===== config.mk =====
export PLATFORM = sky130hd
export DESIGN_NAME = wfd_stencil
export DESIGN_NICKNAME = d
export VERILOG_FILES = /design/src/hdl/wfd_pkg.sv /design/src/hdl/wfd_stencil.sv
export SDC_FILE = /design/constraint.sdc
export NUM_CORES = 2
export LEC_CHECK = 0
export ABC_AREA = 1
export BUFFER_PORTS_ARGS = -buffer_cell sky130_fd_sc_hd__clkbuf_2
export CAP_MARGIN = 20
export CORE_ASPECT_RATIO = 0.5
export CORE_UTILIZATION = 55
export DETAILED_ROUTE_END_ITERATION = 6
export PLACE_DENSITY = 0.83
export SLEW_MARGIN = 15
export SYNTH_ARGS = -nofsm -noshare
export SYNTH_HDL_FRONTEND = slang
export SYNTH_SLANG_ARGS = --single-unit

===== constraint.sdc =====
create_clock -name aclk -period 6.8 [get_ports aclk]
set_input_delay 0 -clock aclk [delete_from_list [all_inputs] [get_ports aclk]]
set_output_delay 0 -clock aclk [all_outputs]
set_load 0.05 [all_outputs]

===== src/hdl/wfd_pkg.sv =====
// Shared types and constants for the 1-D wave equation solver.
// No dependencies; used by wfd_cell, wfd_stencil and wave_equation_fdtd_1d.
package wfd_pkg;

    localparam int NODES_DEF = 64;
    localparam int IDX_W     = 6;
    localparam int DATA_W    = 24;
    localparam int ETA_W     = 17;
    localparam int TDT_W     = 24;
    localparam int APB_AW    = 3;
    localparam int APB_DW    = 32;

    // Q.16 fixed point one
    localparam int ONE_Q16 = 65536;

    localparam logic [ETA_W-1:0] ETA_RESET = ETA_W'(16384);
    localparam logic [TDT_W-1:0] TDT_RESET = TDT_W'(65536);

    localparam logic ACT_LOAD = 1'b0;
    localparam logic ACT_STEP = 1'b1;

    typedef enum logic {
        REG_ETA_SQUARED = 1'b0,
        REG_TWO_DT      = 1'b1
    } reg_idx_t;

    typedef logic signed [DATA_W-1:0] data_t;

    // One node's state as it travels around the ring
    typedef struct packed {
        data_t cur;
        data_t prev;
        data_t vel;
    } cell_t;

    // Control that rides along with a node through the stencil pipeline
    typedef struct packed {
        logic             valid;
        logic             interior;
        logic             last;
        logic [IDX_W-1:0] idx;
    } tag_t;

endpackage


===== src/hdl/wfd_stencil.sv =====
// Two-stage stencil datapath: products, then sum / round / saturate into the
// output register. Depends on wfd_pkg (cell_t, tag_t, widths).
module wfd_stencil (
    input  logic                          aclk,
    input  logic                          aresetn,
    input  logic                          advance,
    input  wfd_pkg::tag_t                 in_tag,
    input  logic                          first,
    input  logic [wfd_pkg::ETA_W-1:0]     eta,
    input  logic [wfd_pkg::TDT_W-1:0]     two_dt,
    input  wfd_pkg::data_t                left,
    input  wfd_pkg::cell_t                centre,
    input  wfd_pkg::data_t                right,
    output wfd_pkg::tag_t                 out_tag,
    output wfd_pkg::data_t                out_res,
    output logic                          busy
);

    localparam int DW    = wfd_pkg::DATA_W;
    localparam int SIDE_W = DW + 1;
    localparam int COEF_W = wfd_pkg::ETA_W + 2;
    localparam int PA_W  = wfd_pkg::ETA_W + 1 + SIDE_W;
    localparam int PB_W  = COEF_W + DW;
    localparam int PC_W  = wfd_pkg::TDT_W + 1 + DW;
    localparam int ACC_W = PC_W + 2;
    localparam int Q_W   = ACC_W - 16;

    localparam logic signed [COEF_W-1:0] COEF_FIRST = COEF_W'(wfd_pkg::ONE_Q16);
    localparam logic signed [COEF_W-1:0] COEF_NORM  = COEF_W'(2 * wfd_pkg::ONE_Q16);
    localparam logic signed [Q_W-1:0]    SAT_MAX    = Q_W'((1 << (DW - 1)) - 1);
    localparam logic signed [Q_W-1:0]    SAT_MIN    = -Q_W'(1 << (DW - 1));
    localparam logic signed [ACC_W-1:0]  HALF_LSB   = ACC_W'(wfd_pkg::ONE_Q16 / 2);

    logic signed [SIDE_W-1:0]        side;
    logic signed [wfd_pkg::ETA_W:0]  eta_s;
    logic signed [COEF_W-1:0]        coef;
    logic signed [PC_W-1:0]          prev_ext;
    logic signed [PC_W-1:0]          vel_prod;
    logic signed [PA_W-1:0]          pa_next, pa_reg;
    logic signed [PB_W-1:0]          pb_next, pb_reg;
    logic signed [PC_W-1:0]          pc_next, pc_reg;
    logic signed [ACC_W-1:0]         acc;
    logic signed [Q_W-1:0]           q_val;
    wfd_pkg::data_t                  res_next, res_reg;
    wfd_pkg::tag_t                   p1_tag_reg, p2_tag_reg;

    // stage 1: two products and a third term (velocity product on the first step, else -prev shifted to Q.16)
    always_comb begin
        side     = SIDE_W'(left) + SIDE_W'(right);
        eta_s    = $signed({1'b0, eta});
        coef     = (first ? COEF_FIRST : COEF_NORM) - $signed({1'b0, eta, 1'b0});
        prev_ext = PC_W'(centre.prev);
        vel_prod = $signed({1'b0, two_dt}) * centre.vel;
        pa_next  = eta_s * side;
        pb_next  = coef * centre.cur;
        pc_next  = first ? vel_prod : -(prev_ext <<< 16);
    end

    // stage 2: exact sum, round half up from Q.16, saturate; non-interior nodes give zero
    always_comb begin
        acc   = ACC_W'(pa_reg) + ACC_W'(pb_reg) + ACC_W'(pc_reg) + HALF_LSB;
        q_val = acc[ACC_W-1:16];
        if (!p1_tag_reg.interior) begin
            res_next = '0;
        end else if (q_val > SAT_MAX) begin
            res_next = DW'(SAT_MAX);
        end else if (q_val < SAT_MIN) begin
            res_next = DW'(SAT_MIN);
        end else begin
            res_next = DW'(q_val);
        end
    end

    always_ff @(posedge aclk) begin
        if (!aresetn) begin
            p1_tag_reg <= '0;
            p2_tag_reg <= '0;
        end else if (advance) begin
            p1_tag_reg <= in_tag;
            p2_tag_reg <= p1_tag_reg;
        end
    end

    always_ff @(posedge aclk) begin
        if (advance) begin
            pa_reg  <= pa_next;
            pb_reg  <= pb_next;
            pc_reg  <= pc_next;
            res_reg <= res_next;
        end
    end

    assign out_tag = p2_tag_reg;
    assign out_res = res_reg;
    assign busy    = p1_tag_reg.valid | p2_tag_reg.valid;

endmodule

Word level (Yosys, flattened, before mapping)
Index checks and enable logic that the tools add are counted.

storage, ports and cells
  register bits = 177
  input port bits = 174
  output and inout port bits = 34
  logic and storage cells = 31

cells by class
  $add $sub $neg = 6
  multiply operators = 3
  order comparisons = 2
  multiplexer cells = 4
  bitwise logic cells = 2
  reduce and logical (&&, ||, !) cells = 1

operator list
  kind                    number
  $add 50x17->51 const B  1
  $add 44x49->50          1
  $mul 25x24->49          1
  $mux 49                 1
  $neg 40->49             1
  $add 43x43->44          1
  $mul 18x25->43          1
  $mul 19x24->43          1
  $gt 35x24->1 const B    1
  $lt 35x24->1 const B    1
  $add 24x24->25          1
  $mux 24                 1
  $mux 23                 1
  $sub 18x18->19          1
  $mux 18                 1
  $reduce_or 2->1         1
  $not 1->1               1
  $or 1x1->1              1

Longest topological paths before layout
  word-level depth = 6
  mapped depth = 43
  mapped depth without buffers = 42

Worst setup path after synthesis
Ideal clock, no wire load.

  path type = input-to-reg
  start = in eta[1] in the netlist's numbering
  end = reg pb_reg[35], data pin
  setup time = 0.258 ns
  arrival = 6.959 ns
  data required time = 6.542 ns
  slack = -0.417 ns
  cell stages on the path = 32
  buffers on the path = 3
  cell sequence = clkbuf_1 > inv_1 > clkbuf_1 > ha_1 > nand4_4 > nor2_4 > nand3_1 > nor2_2 > nand2_1 > o21ai_1 > clkbuf_1 > nor2_1 > fa_1 > fa_1 > inv_1 > fa_1 > inv_1 > fa_1 > fa_1 > fa_1 > fa_1 > ha_1 > a21oi_1 > o21ai_0 > a21oi_1 > nand2_1 > a21oi_1 > o21bai_1 > nand3_1 > nand2_1 > a21oi_1 > xnor2_1

between the ends
  word-level cells in the longest chain between the ends = 2

RTL lines
  element                RTL line           text
  start, declared        wfd_stencil.sv:9   input logic [wfd_pkg::ETA_W-1:0] eta,
  $sub 18x18->19         wfd_stencil.sv:51  coef = (first ? COEF_FIRST : COEF_NORM) - $signed({1'b0, eta, 1'b0});
  $mul 19x24->43         wfd_stencil.sv:55  pb_next = coef * centre.cur;
  named net pb_next[35]  wfd_stencil.sv:40  logic signed [PB_W-1:0] pb_next, pb_reg;
  end signal, assigned   wfd_stencil.sv:87  pb_reg <= pb_next;
  end, declared          wfd_stencil.sv:40

The timed path passes the listed nets, and every way through them passes these cells.
A chain may end at the register's enable or synchronous reset.

Worst setup path after layout
  start = in eta[1] in the netlist's numbering
  end = reg pb_reg[39], data pin

Same word-level chain as after synthesis.

==> out/results.tsv <==
metric	value	unit
drt via density	5.44	
CTS root buffer	clkbuf_16	
min cycle time layout	6.77	ns
first-pass GRT wire length	302000	µm
number of global-route vias before repair	57600	
layout cells sized above 1	0.160	
top_reg_cell synth	edfxtp_1	
remaining global-route overflow	0	
class of the worst hold path	in -> reg	
syn nets	10000	
Worst setup EP type	flip-flop	
finished layout cell area	0.0744	mm²
Post-Place Cells	10100	
most frequent cells in the layout	inv_1, nand2_1, fa_1, buf_4, nor2_1	
Ys Warns	0	
Async S/R FF share, synth	0	
TritonCTS clock tree	yes	
clock buffer count from CTS	17	
# rows	87	
final worst setup slack	0.0257	ns
initial antenna violation count	16	
post-DR wirelength/cell	18.9	µm
cell area after synthesis	0.0639	mm²
syn_area_per_cell	8.10	µm²
outcome	complete, no violations	
drt first pass iters	7	
later-pin clock latency in the skew report	0.51	ns
Max-Cap Viols	0	
RSZ-0062 raised after global routing	yes	
worst slew pin tran	1.02	ns
setup TNS	0	ns
Initial DRC Count	5391	
Hold Violations, Final	0	
Hold Path Depth	4	
Worst R2R Start	pa_reg[42]$_DFFE_PP_	
Non-Filler Instances	10200	
WP data arrival	7.14	ns
initial core utilization	0.561	
crit share post-route	0.996	
Slew Limit Fails	0	
maximum clock frequency	148	MHz
largest fanout on the critical path	6	
DPL Wire Length	164000	µm
pin count of the biggest net entering global routing	78	
Final ANT Viol Nets	0	
Longest Clk Path Bufs	2	
startpoint types	primary input	
die height	243	µm
Clock Sinks	176	
die width	484	µm
number of I/O pins	208	
Post-Route WL	192000	µm
Global Route Usage Sum	0.329	
# DRC	0	
Final #Nets	10800	
core region area	0.114	mm²
r2r setup slk	2.15	ns
min-delay src	centre[26]	
most common cell after layout, fill and taps aside	inv_1	
Cell variety after synth	53	
vias	55500	
Clock transition at path regs	0.07	ns
hold endpoint	pc_reg[19]$_DFFE_PP_	
routability congestion estimate	1.08	
pre-CTS WS	-0.764	ns
Post-DP Area	0.0716	mm²
EDFF count, synth	158	
Port Buf Inserts	207	
max reg flops	49	
H-tree Lvls	4	
part of the Yosys area used for sequential elements	0.0799	
Reg2Reg Depth	17	
Setup CP Type	in -> reg	
fillcell total	8868	
relative slew slack	0.321	
worst-path cell with the longest stage delay	fa_2	
Area Overhead vs Synth	16.4	%
Clock Skew	0.0210	ns
final-report setup violation count	0	
die area	0.118	mm²
worst stage delay on the critical path	0.54	ns
Worst Path Required	7.16	ns
FF+latch count, synth	176	
reg2reg end	out_res[19]$_SDFFCE_PN0P_	
Cells after Synth	7889	
-- through the flow --
stage	hold WS [ns]	utilization
after global routing	0.0868	0.653
after CTS	0.0196	0.637
after floorplan	0.112	-
final	0.0592	0.653
after detailed placement	0.236	0.629
after global placement	0.222	0.629
-- layer usage --
| layer | wire length, µm | part of all wire | up-vias | track usage |
|---|---|---|---|---|
| li1 | - | - | 24700 | - |
| met1 | 72800 | 0.38 | 27100 | 0.429 |
| met2 | 89100 | 0.46 | 3052 | 0.538 |
| met3 | 21400 | 0.11 | 658 | 0.0656 |
| met4 | 9240 | 0.048 | 6 | 0.132 |
| met5 | 37 | 0.00019 | - | 0 |
-- how the worst max path moves through the flow --
stage	start	endpoint	slack, ns	depth (start not counted)
2_1_floorplan	eta[1]	pb_reg[35]$_DFFE_PP_	-0.04	35
3_3_place_gp	left[0]	pa_reg[38]$_DFFE_PP_	-0.59	39
3_5_place_dp	left[0]	pa_reg[38]$_DFFE_PP_	-0.76	39
4_1_cts	left[2]	pa_reg[29]$_DFFE_PP_	-0.06	38
5_1_grt	left[3]	pa_reg[41]$_DFFE_PP_	-0.30	43
6_report	eta[1]	pb_reg[39]$_DFFE_PP_	0.03	41
-- cell usage after synthesis, types with 2 or more instances --
library cell     n  area [µm²]
nand2_2         10        62.6
nand4_1         39         244
o221ai_1        11        96.3
buf_2           13        65.1
buf_4            3        22.5
a31oi_1         43         269
nand3b_1         3        22.5
xor2_1          80         701
and2_1           4        25.0
nand3_1        170         851
nor4_1          19         119
a21oi_1        253        1270
a211oi_1         3        22.5
o21a_1          10        75.1
nor2_4           2        22.5
ha_1           569        7120
and3_1           3        18.8
inv_2           17        63.8
or2_1            7        43.8
nand2_1       1700        6380
clkbuf_1       214         803
buf_6            5        56.3
a21o_1          18         135
nor3_1          23         115
o21ai_0        159         796
o21ai_1         11        55.1
nor2_2          19         119
a21boi_0         7        52.6
o31ai_1          4        30.0
o2111ai_1        2        17.5
nor3_2           3        30.0
nor2_1         621        2330
o211ai_1         5        37.5
edfxtp_1       158        4740
a21oi_2         18         158
clkinv_1        11        41.3
inv_1         2115        7940
or2_2           52         325
fa_1          1372       27500
dfxtp_1         18         360
buf_1            4        15.0
xnor2_1         66         578
o21bai_1        15         113
-- repair_timing --
action,in CTS,in global routing
cloned,0,2
endpoints found under the setup margin,15,44
resized for setup,18,342
hold buffers,31,0
pin swaps,2,149
endpoints found under the hold margin,65,0
buffers inserted,2,31
-- worst max-delay path: cells and delay by family --
family | cells | cell delay, ns
AOI/OAI and AO/OA | 2 | 0.28
xor gates and xnor gates | 1 | 0.18
and+or+nand+nor | 18 | 1.82
buffers and inverters | 11 | 1.11
adders and majority gates | 9 | 3.69
-- area by class of cell --
cell class	count	area, µm²	share of cell area
repair buffers	993	7420	0.0998
well taps	1513	1890	0.0254
clock buffers	21	484	0.00651
clock inverters	11	91.3	0.00123
multi-input cells	5331	51300	0.689
flip-flops and latches	176	5100	0.0686
inverters	2143	8090	0.109
diodes	13	32.5	0.000437
-- kinds of logic (layout without fill, tap and decap cells) --
kind of cell               count (synthesis)  count (layout)  share of synthesized area
buffers and inverters                   2382            3168                      0.141
other                                      0              13                          0
and+or+nand+nor                         2681            2681                      0.169
xor gates and xnor gates                 146             146                     0.0200
DFF                                      176             176                     0.0799
adders and majority gates               1941            1941                      0.541
AOI/OAI and AO/OA                        563             563                     0.0494
Power is not shown: default switching activity piles up to over one toggle a cycle in this logic, so the estimate is an artifact.
