[src/hdl/wfd_pkg.sv]
// Shared types and constants for the 1-D wave equation solver.
// No dependencies; used by wfd_cell, wfd_stencil and wave_equation_fdtd_1d.
package wfd_pkg;

    localparam int NODES_DEF = 64;
    localparam int IDX_W     = 6;
    localparam int DATA_W    = 24;
    localparam int ETA_W     = 17;
    localparam int TDT_W     = 24;
    localparam int APB_AW    = 3;
    localparam int APB_DW    = 32;

    // Q.16 fixed point one
    localparam int ONE_Q16 = 65536;

    localparam logic [ETA_W-1:0] ETA_RESET = ETA_W'(16384);
    localparam logic [TDT_W-1:0] TDT_RESET = TDT_W'(65536);

    localparam logic ACT_LOAD = 1'b0;
    localparam logic ACT_STEP = 1'b1;

    typedef enum logic {
        REG_ETA_SQUARED = 1'b0,
        REG_TWO_DT      = 1'b1
    } reg_idx_t;

    typedef logic signed [DATA_W-1:0] data_t;

    // One node's state as it travels around the ring
    typedef struct packed {
        data_t cur;
        data_t prev;
        data_t vel;
    } cell_t;

    // Control that rides along with a node through the stencil pipeline
    typedef struct packed {
        logic             valid;
        logic             interior;
        logic             last;
        logic [IDX_W-1:0] idx;
    } tag_t;

endpackage

[src/hdl/wfd_cell.sv]
// One ring cell: holds current, previous displacement and start velocity of one node.
// Depends on wfd_pkg (cell_t, data_t).
module wfd_cell (
    input  logic           aclk,
    input  logic           aresetn,
    input  logic           load_en,
    input  wfd_pkg::data_t load_disp,
    input  wfd_pkg::data_t load_vel,
    input  logic           shift_en,
    input  wfd_pkg::cell_t d_in,
    output wfd_pkg::cell_t q
);

    wfd_pkg::cell_t cell_reg;

    always_ff @(posedge aclk) begin
        if (!aresetn) begin
            cell_reg <= '0;
        end else if (load_en) begin
            // load leaves the previous row alone
            cell_reg.cur <= load_disp;
            cell_reg.vel <= load_vel;
        end else if (shift_en) begin
            cell_reg <= d_in;
        end
    end

    assign q = cell_reg;

endmodule

[config.mk]
export PLATFORM = sky130hd
export DESIGN_NAME = wfd_cell
export DESIGN_NICKNAME = d
export VERILOG_FILES = /design/src/hdl/wfd_pkg.sv /design/src/hdl/wfd_cell.sv
export SDC_FILE = /design/constraint.sdc
export NUM_CORES = 1
export LEC_CHECK = 0
export BUFFER_PORTS_ARGS = -buffer_cell sky130_fd_sc_hd__buf_2
export CAP_MARGIN = 30
export CORE_ASPECT_RATIO = 1.25
export CORE_MARGIN = 2
export CORE_UTILIZATION = 45
export CTS_BUF_LIST = sky130_fd_sc_hd__clkbuf_16
export CTS_CLUSTER_DIAMETER = 50
export DETAILED_ROUTE_END_ITERATION = 10
export MAX_ROUTING_LAYER = met4
export PLACE_DENSITY = 0.87
export REMOVE_ABC_BUFFERS = 1
export SYNTH_ARGS = -nofsm -noshare
export SYNTH_HDL_FRONTEND = slang
export SYNTH_SLANG_ARGS = --single-unit
[constraint.sdc]
create_clock -name aclk -period 1.6 [get_ports aclk]
set_input_delay 0.24 -clock aclk [delete_from_list [all_inputs] [get_ports aclk]]
set_output_delay 0.24 -clock aclk [all_outputs]
set_load 0.01 [all_outputs]
## Word-level counts from Yosys, hierarchy flattened

Cells that the tools add are included.

| word-level totals | value |
|---|---|
| input port bits | 124 |
| register bits after elaboration | 72 |
| word-level logic and storage cells | 9 |

| cells by class | value |
|---|---|
| bitwise logic cells | 1 |
| reductions and logical operators | 2 |
| mux-type cells | 3 |

Operators by type and width:

| operator | number |
|---|---|
| 2-to-1 mux 72 bit | 1 |
| 2-to-1 mux 24 bit | 2 |
| AND reduction 2 bit | 1 |
| nonzero test 2 bit | 1 |
| NOT 1 bit | 1 |

## Depth between registers and ports, before layout

Gate-level depths: netlist of run 1.

| logic depth | value |
|---|---|
| depth in word-level cells | 2 |
| gate-level depth with buffers | 6 |
| depth with buffers taken out | 3 |

## Worst setup path after synthesis of run 1

No wires, ideal clock.

| timing path | value |
|---|---|
| kind | input port to flip-flop |
| start | input port shift_en |
| end | register cell_reg (netlist bit q[45]) |
| buffers on the path | 3 |
| data required time | 1484 ps |
| stages on the path | 6 |
| slack | 596 ps |
| arrival | 888 ps |
| setup time | 116 ps |
| cell sequence | buf_4 and2b_1 buf_4 buf_6 nand2_1 a21boi_1 |

| between the ends | value |
|---|---|
| word-level cells in the longest chain between the ends | 1 |

RTL lines:

| item | line | RTL |
|---|---|---|
| start, declared | wfd_cell.sv:9 | `input logic shift_en,` |
| AND reduction 2 bit (no line) | -- |  |
| end signal, assigned | wfd_cell.sv:24 | `cell_reg <= d_in;` |
| end, declared | wfd_cell.sv:14 | `wfd_pkg::cell_t cell_reg;` |

Every way passes these cells.
A chain may end at the register's enable or synchronous reset.

## Final worst setup path of run 1

| timing path | value |
|---|---|
| start | register cell_reg (netlist bit q[40]) |
| end | output port q[40] (netlist name) |

RTL lines:

| item | line | RTL |
|---|---|---|
| end, declared | wfd_cell.sv:11 | `output wfd_pkg::cell_t q` |

No word-level cell between the ends.

==> out/results.ini, run 1 <==
[status]
status = finished clean

[floorplanning]
die_h_um = 95.1
dieArea_mm2 = 0.00732
std_cell_rows = 33
core_area_mm2 = 0.00648
io_pins = 196
die_w_um = 76.9
start_util = 0.461

[critical_path]
path_cells = buf_2
startpoint_type = flop
cp.arrival_ns = 0.80
end_kind = output pin
crit_family = flip-flops
crit_fanout = 2
path_buf_inv = 1
critPathMaxStageDelay_ns = 0.35
cpMaxStageDelayCell = dfxtp_1
crit_required_ns = 1.36
crit_type = reg -> out

[place]
dp_hpwl_mm = 5.59
port_buffers = 195
place_area_mm2 = 0.00398
gp_congestion = 0.755
placed_cells = 581
preCtsSetupSlack_ns = 0.390

[power]
pwr-share-comb = 0.146
p_sw_mw = 1.08
intPower_mw = 3.43
power_density_mw_per_mm2 = 1060
ir_drop_mv = 0.632
power.leakage_nw = 2.18
power_frac_seq = 0.438
p_sw_frac = 0.240
pwr-share-clk = 0.416

[timing]
fin_ws_ns = 0.561
finalCritPeriodShare = 0.650
setup_violations = 0
fin_crit_ns = 1.04
rsz0062_at_grt = no
finalHoldViolations = 0
skew_ns = 0
slew_violations = 0
slew_headroom = 0.825
max_freq_mhz = 962
tightest_slew_ns = 0.263

[clock_tree]
clk_latency_ns = 0.31
ctsLongestPathBuffers = 2
cts_hold_buffers = 0
cts_setup_buffers = 0
cts_resized = 0
cts_sinks = 72
cts-root-buf = clkbuf_16
h-tree-depth = 3
tritoncts = yes
clkTransAtPathRegs_ns = 0.05
cts_buffers = 9

[cells_and_area]
finish.utilization = 0.657
drive_above_1_share = 0.425
fin_cells = 597
final_common_cell = buf_2
largest_register_ffs = 72
nets = 629
regArea_mm2 = 0.00144
antenna_cells = 0
area_growth_pct = 42.3
multi_input_area_mm2 = 0.00134
fillers = 561
mostFrequentLayoutCells = buf_2, dfxtp_1, mux2i_1, a21oi_1, nand2_1
design_area_mm2 = 0.00426

[detailed_routing]
via_per_inst = 4.88
drc = 0
drtIter0Drc = 75
vias = 2916
drt_first_pass_iters = 4
drtAntennaViolNets = 0
routedWlPerCell_um = 12.6
routed_wl_mm = 7.51

[synth]
synth.area.mux_share = 0.161
synthAdderAreaFrac = 0
yosys_warnings = 0
synth.distinct_cells = 17
synth_largest_area_cell = dfxtp_1
synth.top_cell.area_share = 0.482
yosysSeqAreaShare = 0.482
synth_compound_gate_area_share = 0.221
synth_top_family_by_area = compound AO/OA/AOI/OAI gates
synthCells = 321
synth_xor_xnor_area_share = 0
synthTopCellsByArea = dfxtp_1, mux2i_1, a21oi_1, o21ai_0, nand2_1
syn_area_per_cell_um2 = 9.32
synth_seq_cells = 72
syn_area_mm2 = 0.00299
synthSimpleGateAreaFrac = 0.0649

[global_routing]
grt_use_total = 0.205
grt_overflow = 0
antenna_found_initial = 0
grt_pass1_wl_mm = 11.8
grt_max_degree = 73
grt_pass1_vias = 2820

[hold_path]
min_path_type = in -> reg

[job]
max-cap-violations = 0

==> routing by layer <==
layer | vias to the layer above | routed length, um | track usage
li1 | 1491 | - | -
met1 | 1294 | 2980 | 0.215
met2 | 121 | 3880 | 0.373
met3 | 10 | 516 | 0.0398
met4 | 0 | 129 | 0.0939
met5 | - | 0 | -
==> Yosys cell counts (all sizes together) <==
cell    instances
mux2i          48
dfxtp          72
inv             1
a21boi         24
clkbuf         13
and2b           1
buf            17
o21ai          48
a21oi          48
nand2b          1
nand2          48
==> power groups by stage <==
stage | combinational (mW) | sequential (mW) | clock, mW
6_report | 0.660 | 1.97 | 1.87
3_3_place_gp | 0.649 | 2.00 | 0
2_1_floorplan | 0.223 | 2.06 | 0
5_1_grt | 0.726 | 1.98 | 1.99
3_5_place_dp | 0.666 | 2.01 | 0
4_1_cts | 0.667 | 1.97 | 1.91
==> through the flow <==
stage	setup TNS [ns]	total power, mW	hold WS, ns
3_5_place_dp	0	2.68	0.444
3_3_place_gp	0	2.65	0.437
4_1_cts	0	4.55	0.149
6_report	0	4.51	0.156
2_1_floorplan	-13.97	2.29	0.375
5_1_grt	0	4.70	0.152
==> worst reg2reg max path, cell delays in order, from the launching register on <==
cell and delay [ns]:
dfxtp_1 0.31, mux2i_1 0.14, a21oi_1 0.09
==> area by class of cell <==
cell class,count,area share
clock buffers,9,0.0529
multi-input cells,218,0.314
flip-flops and latches,72,0.339
inverters,1,0.000882
repair buffers,203,0.255
clock inverters,7,0.0132
well taps,87,0.0256
==> worst paths after layout <==
check,end,slack [ns],from,depth (start not counted)
worst max-delay path,q[40],0.56,q[40]$_SDFFE_PN0P_,1
worst max register to register,q[1]$_SDFFE_PN0P_,0.93,q[1]$_SDFFE_PN0P_,2
worst min register to register,q[39]$_SDFFE_PN0P_,0.45,q[39]$_SDFFE_PN0P_,2
worst min-delay path,q[30]$_SDFFE_PN0P_,0.16,d_in[30],3
==> kinds of logic after synthesis <==
logic type / count (synthesis)
compound gates: 120
buf+inv: 31
flops: 72
mux: 48
simple gates: 50
(Power assumes the default switching activity.)
==> run 2, diff against run 1 <==
--- a/config.mk
+++ b/config.mk
@@ -9,12 +9,12 @@
 export CAP_MARGIN = 30
 export CORE_ASPECT_RATIO = 1.25
 export CORE_MARGIN = 2
-export CORE_UTILIZATION = 45
+export CORE_UTILIZATION = 42
 export CTS_BUF_LIST = sky130_fd_sc_hd__clkbuf_16
 export CTS_CLUSTER_DIAMETER = 50
 export DETAILED_ROUTE_END_ITERATION = 10
 export MAX_ROUTING_LAYER = met4
-export PLACE_DENSITY = 0.87
+export PLACE_DENSITY = 0.82
 export REMOVE_ABC_BUFFERS = 1
 export SYNTH_ARGS = -nofsm -noshare
 export SYNTH_HDL_FRONTEND = slang
==> constraint.sdc (replaced) <==
create_clock -name aclk -period 1 [get_ports aclk]
set_input_delay 0.15 -clock aclk [delete_from_list [all_inputs] [get_ports aclk]]
set_output_delay 0.15 -clock aclk [all_outputs]
set_load 0.01 [all_outputs]
==> out/results.ini, run 2 (same netlist as run 1, synthesis figures left out) <==
[critical_path]
critPathMaxStageDelay_ns = 0.34  ; was 0.35 ns
path_buf_inv = 1  ; unchanged
cp.arrival_ns = 0.80  ; about the same
cpMaxStageDelayCell = dfxtp_1  ; unchanged
path_cells = buf_2  ; unchanged
startpoint = q[47]$_SDFFE_PN0P_  ; was q[40]$_SDFFE_PN0P_
crit_family = flip-flops  ; unchanged
startpoint_type = flop  ; unchanged
crit_fanout = 2  ; unchanged
crit_type = reg -> out  ; unchanged
end_kind = output pin  ; unchanged
r2r_start = q[51]$_SDFFE_PN0P_  ; was q[1]$_SDFFE_PN0P_
crit_required_ns = 0.85  ; was 1.36 ns

[floorplanning]
dieArea_mm2 = 0.00782  ; was 0.00732 mm2
io_pins = 196  ; unchanged
start_util = 0.431  ; was 0.461
core_area_mm2 = 0.00693  ; was 0.00648 mm2
std_cell_rows = 34  ; was 33
die_w_um = 79.5  ; was 76.9 um
die_h_um = 98.3  ; was 95.1 um

[power]
total_power_mw = 7.26  ; was 4.51 mW
power_density_mw_per_mm2 = 1680  ; was 1060 mW/mm2
power.leakage_nw = 2.21  ; was 2.18 nW
ir_drop_mv = 1.12  ; was 0.632 mV

[cells_and_area]
final_common_cell = buf_2  ; unchanged
drive_above_1_share = 0.433  ; was 0.425
largest_register_ffs = 72  ; unchanged
mostFrequentLayoutCells = buf_2, dfxtp_1, mux2i_1, a21oi_1, nand2_1  ; unchanged
nets = 634  ; was 629
fin_cells = 605  ; was 597
area_growth_pct = 44.6  ; was 42.3%
fillers = 617  ; was 561
antenna_cells = 0  ; unchanged

[hold_path]
min_path_type = in -> reg  ; unchanged
min_from = d_in[43]  ; was d_in[30]

[global_routing]
grt_pass1_vias = 2847  ; was 2,820
grt_pass1_wl_mm = 12.3  ; was 11.8 mm
grt_use_total = 0.202  ; was 0.205
grt_overflow = 0  ; unchanged
antenna_found_initial = 0  ; unchanged
grt_max_degree = 54  ; was 73

[place]
gp_congestion = 0.794  ; was 0.755
preCtsSetupSlack_ns = -0.0878  ; was 0.390 ns
port_buffers = 195  ; unchanged
placed_cells = 589  ; was 581
dp_hpwl_mm = 5.98  ; was 5.59 mm

[status]
status = finished clean  ; unchanged

[clock_tree]
cts_resized = 0  ; unchanged
cts_sinks = 72  ; unchanged
clk_latency_ns = 0.32  ; was 0.31 ns
ctsLongestPathBuffers = 2  ; unchanged
cts_hold_buffers = 0  ; unchanged
clkTransAtPathRegs_ns = 0.06  ; was 0.05 ns
h-tree-depth = 3  ; unchanged
cts-root-buf = clkbuf_16  ; unchanged
tritoncts = yes  ; unchanged
cts_buffers = 9  ; unchanged
cts_setup_buffers = 0  ; unchanged

[timing]
fin_ws_ns = 0.0474  ; was 0.561 ns
slew_headroom = 0.852  ; was 0.825
finalCritPeriodShare = 0.953
skew_ns = 0  ; unchanged
finalHoldViolations = 0  ; unchanged
setup_violations = 0  ; unchanged
max_freq_mhz = 1050
rsz0062_at_grt = no  ; unchanged
tightest_slew_ns = 0.223  ; was 0.263 ns
slew_violations = 0  ; unchanged
fin_crit_ns = 0.953

[detailed_routing]
drt_first_pass_iters = 4  ; unchanged
routedWlPerCell_um = 13.0  ; was 12.6 um
vias = 2978  ; was 2,916
via_per_inst = 4.92  ; was 4.88
routed_wl_mm = 7.87  ; was 7.51 mm
drtAntennaViolNets = 0  ; unchanged
drtIter0Drc = 63  ; was 75
drc = 0  ; unchanged

[job]
max-cap-violations = 0  ; unchanged

run 2: changes by cell type in the layout (fill, tap and decap cells not counted), sizes merged:
cell  delta
buf      +5
run 2: final cells by class:
class,instances,area [um2],area share
multi-input cells,218,1340,0.309
clock inverters,7,56.3,0.0130
flip-flops and latches,72,1440,0.334
inverters,1,3.75,0.000868
repair buffers,208,1150,0.266
clock buffers,9,225,0.0521
well taps,90,113,0.0260
run 2: where the power goes:
group          switching (mW)  internal [mW]
combinational           0.538          0.556
sequential             0.0923           3.06
clock                    1.12           1.89
run 2: final timing paths:
check,end,slack (ns),cells past startpoint
max,q[47],0.05,1
min,q[43]$_SDFFE_PN0P_,0.07,3
max reg2reg,q[51]$_SDFFE_PN0P_,0.31,2
min reg2reg,q[32]$_SDFFE_PN0P_,0.45,2
run 2: metal layers:
| metal | share of wire | GRT usage | vias to the layer above | routed length, um |
|---|---|---|---|---|
| li1 | - | - | 1494 | - |
| met1 | 0.40 | 0.218 | 1343 | 3170 |
| met2 | 0.52 | 0.359 | 131 | 4080 |
| met3 | 0.065 | 0.0407 | 10 | 514 |
| met4 | 0.014 | 0.0743 | 0 | 110 |
| met5 | 0 | - | - | 0 |
run 2: per-stage QoR:
stage               instance area (um2)   util  setup TNS [ns]  hold slack (ns)
floorplan                          2780      -          -38.45            0.285
global placement                   4040  0.583          -0.524            0.392
detailed placement                 4040  0.583           -2.07            0.399
CTS                                4320  0.623               0           0.0613
global route                       4320  0.624               0           0.0748
finish                             4320  0.624               0           0.0659
==> run 3, diff against run 2 <==
==> constraint.sdc (replaced) <==
create_clock -name aclk -period 1 [get_ports aclk]
set_input_delay 0.1 -clock aclk [delete_from_list [all_inputs] [get_ports aclk]]
set_output_delay 0.1 -clock aclk [all_outputs]
set_load 0.01 [all_outputs]
==> out/results.ini, run 3 (same netlist as run 1, synthesis figures left out) <==
[status]
status = finished clean  ; unchanged

[hold_path]
min_from = d_in[29]  ; was d_in[43]
min_path_type = in -> reg  ; unchanged
whs_endpoint = q[29]$_SDFFE_PN0P_  ; was q[43]$_SDFFE_PN0P_
hold-path-cell-count = 3  ; unchanged

[timing]
finalCritPeriodShare = 0.904  ; was 0.953
fin_ws_ns = 0.0958  ; was 0.0474 ns
slew_headroom = 0.849  ; was 0.852
rsz0062_at_grt = no  ; unchanged
tightest_slew_ns = 0.227  ; was 0.223 ns
setup_violations = 0  ; unchanged
max_freq_mhz = 1110  ; was 1050 MHz
slew_violations = 0  ; unchanged
skew_ns = 0  ; unchanged
fin_crit_ns = 0.904  ; was 0.953 ns
finalHoldViolations = 0  ; unchanged

[critical_path]
path_cells = buf_2  ; unchanged
startpoint_type = flop  ; unchanged
crit_required_ns = 0.90  ; was 0.85 ns
cpMaxStageDelayCell = dfxtp_1  ; unchanged
reg2regPathDepth = 2  ; unchanged
cp.arrival_ns = 0.80  ; about the same
r2r_end = q[51]$_SDFFE_PN0P_  ; unchanged
crit_family = flip-flops  ; unchanged
crit_type = reg -> out  ; unchanged
r2r_start = q[51]$_SDFFE_PN0P_  ; unchanged
reg2reg_setup_slack_ns = 0.31  ; about the same
crit_fanout = 2  ; unchanged
path_buf_inv = 1  ; unchanged
end_kind = output pin  ; unchanged
critPathMaxStageDelay_ns = 0.35  ; was 0.34 ns

[clock_tree]
cts_sinks = 72  ; unchanged
cts_setup_buffers = 0  ; unchanged
ctsLongestPathBuffers = 2  ; unchanged
cts_buffers = 9  ; unchanged
cts-root-buf = clkbuf_16  ; unchanged
cts_hold_buffers = 0  ; unchanged
clk_latency_ns = 0.31  ; was 0.32 ns
h-tree-depth = 3  ; unchanged
clkTransAtPathRegs_ns = 0.06  ; about the same
cts_resized = 0  ; unchanged
tritoncts = yes  ; unchanged

[cells_and_area]
antenna_cells = 0  ; unchanged
design_area_mm2 = 0.00432  ; about the same
largest_register_ffs = 72  ; unchanged
drive_above_1_share = 0.431  ; was 0.433
final_common_cell = buf_2  ; unchanged
nets = 634  ; unchanged
area_growth_pct = 44.6  ; about the same
mostFrequentLayoutCells = buf_2, dfxtp_1, mux2i_1, a21oi_1, nand2_1  ; unchanged

[power]
p_sw_mw = 1.72  ; was 1.75 mW
intPower_mw = 5.51  ; about the same
ir_drop_mv = 1.16  ; was 1.12 mV
p_sw_frac = 0.238  ; was 0.241
power_density_mw_per_mm2 = 1670  ; was 1680 mW/mm2
power.leakage_nw = 2.21  ; about the same
pwr-share-comb = 0.151  ; about the same
power_frac_seq = 0.437  ; was 0.435
pwr-share-clk = 0.412  ; was 0.414

[detailed_routing]
wl_met2_mm = 3.92  ; was 4.08 mm
drt_first_pass_iters = 4  ; unchanged
wl_met3_um = 563  ; was 514 um
drc = 0  ; unchanged
drtAntennaViolNets = 0  ; unchanged
vias = 2942  ; was 2,978
routedWlPerCell_um = 12.8  ; was 13.0 um
routed_wl_mm = 7.74  ; was 7.87 mm
top_layer = met4  ; unchanged
drtIter0Drc = 83  ; was 63
m1WireLength_mm = 3.17  ; about the same
via_per_inst = 4.86  ; was 4.92

[global_routing]
antenna_found_initial = 0  ; unchanged
grt_overflow = 0  ; unchanged
grt_max_degree = 54  ; unchanged
grt_pass1_wl_mm = 12.1  ; was 12.3 mm
grt_pass1_vias = 2840  ; was 2,847
grt_use_total = 0.201  ; was 0.202

[place]
dp_hpwl_mm = 5.92  ; was 5.98 mm
place_area_mm2 = 0.00404  ; unchanged
port_buffers = 195  ; unchanged
preCtsSetupSlack_ns = -0.0336  ; was -0.0878 ns
gp_congestion = 0.795  ; was 0.794

[floorplanning]
core_area_mm2 = 0.00693  ; unchanged
die_w_um = 79.5  ; unchanged
std_cell_rows = 34  ; unchanged
io_pins = 196  ; unchanged
dieArea_mm2 = 0.00782  ; unchanged
die_h_um = 98.3  ; unchanged
start_util = 0.431  ; unchanged

[job]
max-cap-violations = 0  ; unchanged

## run 3: changes by cell type in the layout (fill, tap and decap cells not counted)
cell,delta
dfxtp_1,+1
dfxtp_2,-1
## run 3: layout make-up
class                           count  area (um2)
Fill cell                         612        2610
Clock buffer                        9         225
Multi-Input combinational cell    218        1340
Tap cell                           90         113
Sequential cell                    72        1440
Timing Repair Buffer              208        1150
Inverter                            1        3.75
Clock inverter                      7        56.3
## run 3: metal layers
layer | GRT usage | up-vias
met5 | - | -
met1 | 0.212 | 1306
met3 | 0.0527 | 9
li1 | - | 1499
met2 | 0.357 | 128
met4 | 0.0637 | 0
## run 3: per-stage QoR
| stage | total power [mW] | instances | setup TNS, ns | utilization | hold WS (ns) |
|---|---|---|---|---|---|
| 2_1_floorplan | 3.66 | 291 | -36.05 | - | 0.235 |
| 3_3_place_gp | 4.28 | 589 | 0 | 0.583 | 0.342 |
| 3_5_place_dp | 4.32 | 589 | -0.0833 | 0.583 | 0.345 |
| 4_1_cts | 7.31 | 605 | 0 | 0.623 | 0.00511 |
| 5_1_grt | 7.58 | 605 | 0 | 0.623 | 0.0151 |
| 6_report | 7.23 | 605 | 0 | 0.623 | 0.0182 |
## run 3: power groups by stage
stage	combinational [mW]	clock, mW	sequential, mW
after detailed placement	1.10	0	3.22
final	1.09	2.98	3.16
after CTS	1.10	3.06	3.16
after floorplan	0.357	0	3.30
after global placement	1.07	0	3.21
after global routing	1.20	3.20	3.18
## run 3: worst max-delay path by stage
stage | depth (start not counted) | end | slack [ns] | start
after floorplan | 3 | q[10]$_SDFFE_PN0P_ | -0.77 | load_en
final | 1 | q[69] | 0.1 | q[69]$_SDFFE_PN0P_
after CTS | 1 | q[69] | 0.07 | q[69]$_SDFFE_PN0P_
after global placement | 4 | q[62]$_SDFFE_PN0P_ | 0.001 | shift_en
after detailed placement | 4 | q[21]$_SDFFE_PN0P_ | -0.03 | shift_en
after global routing | 1 | q[69] | 0.04 | q[69]$_SDFFE_PN0P_
## run 3: worst reg2reg max path, stage by stage (launching register included)
cell and delay (ns):
dfxtp_1 0.32, mux2i_1 0.17, a21oi_1 0.09
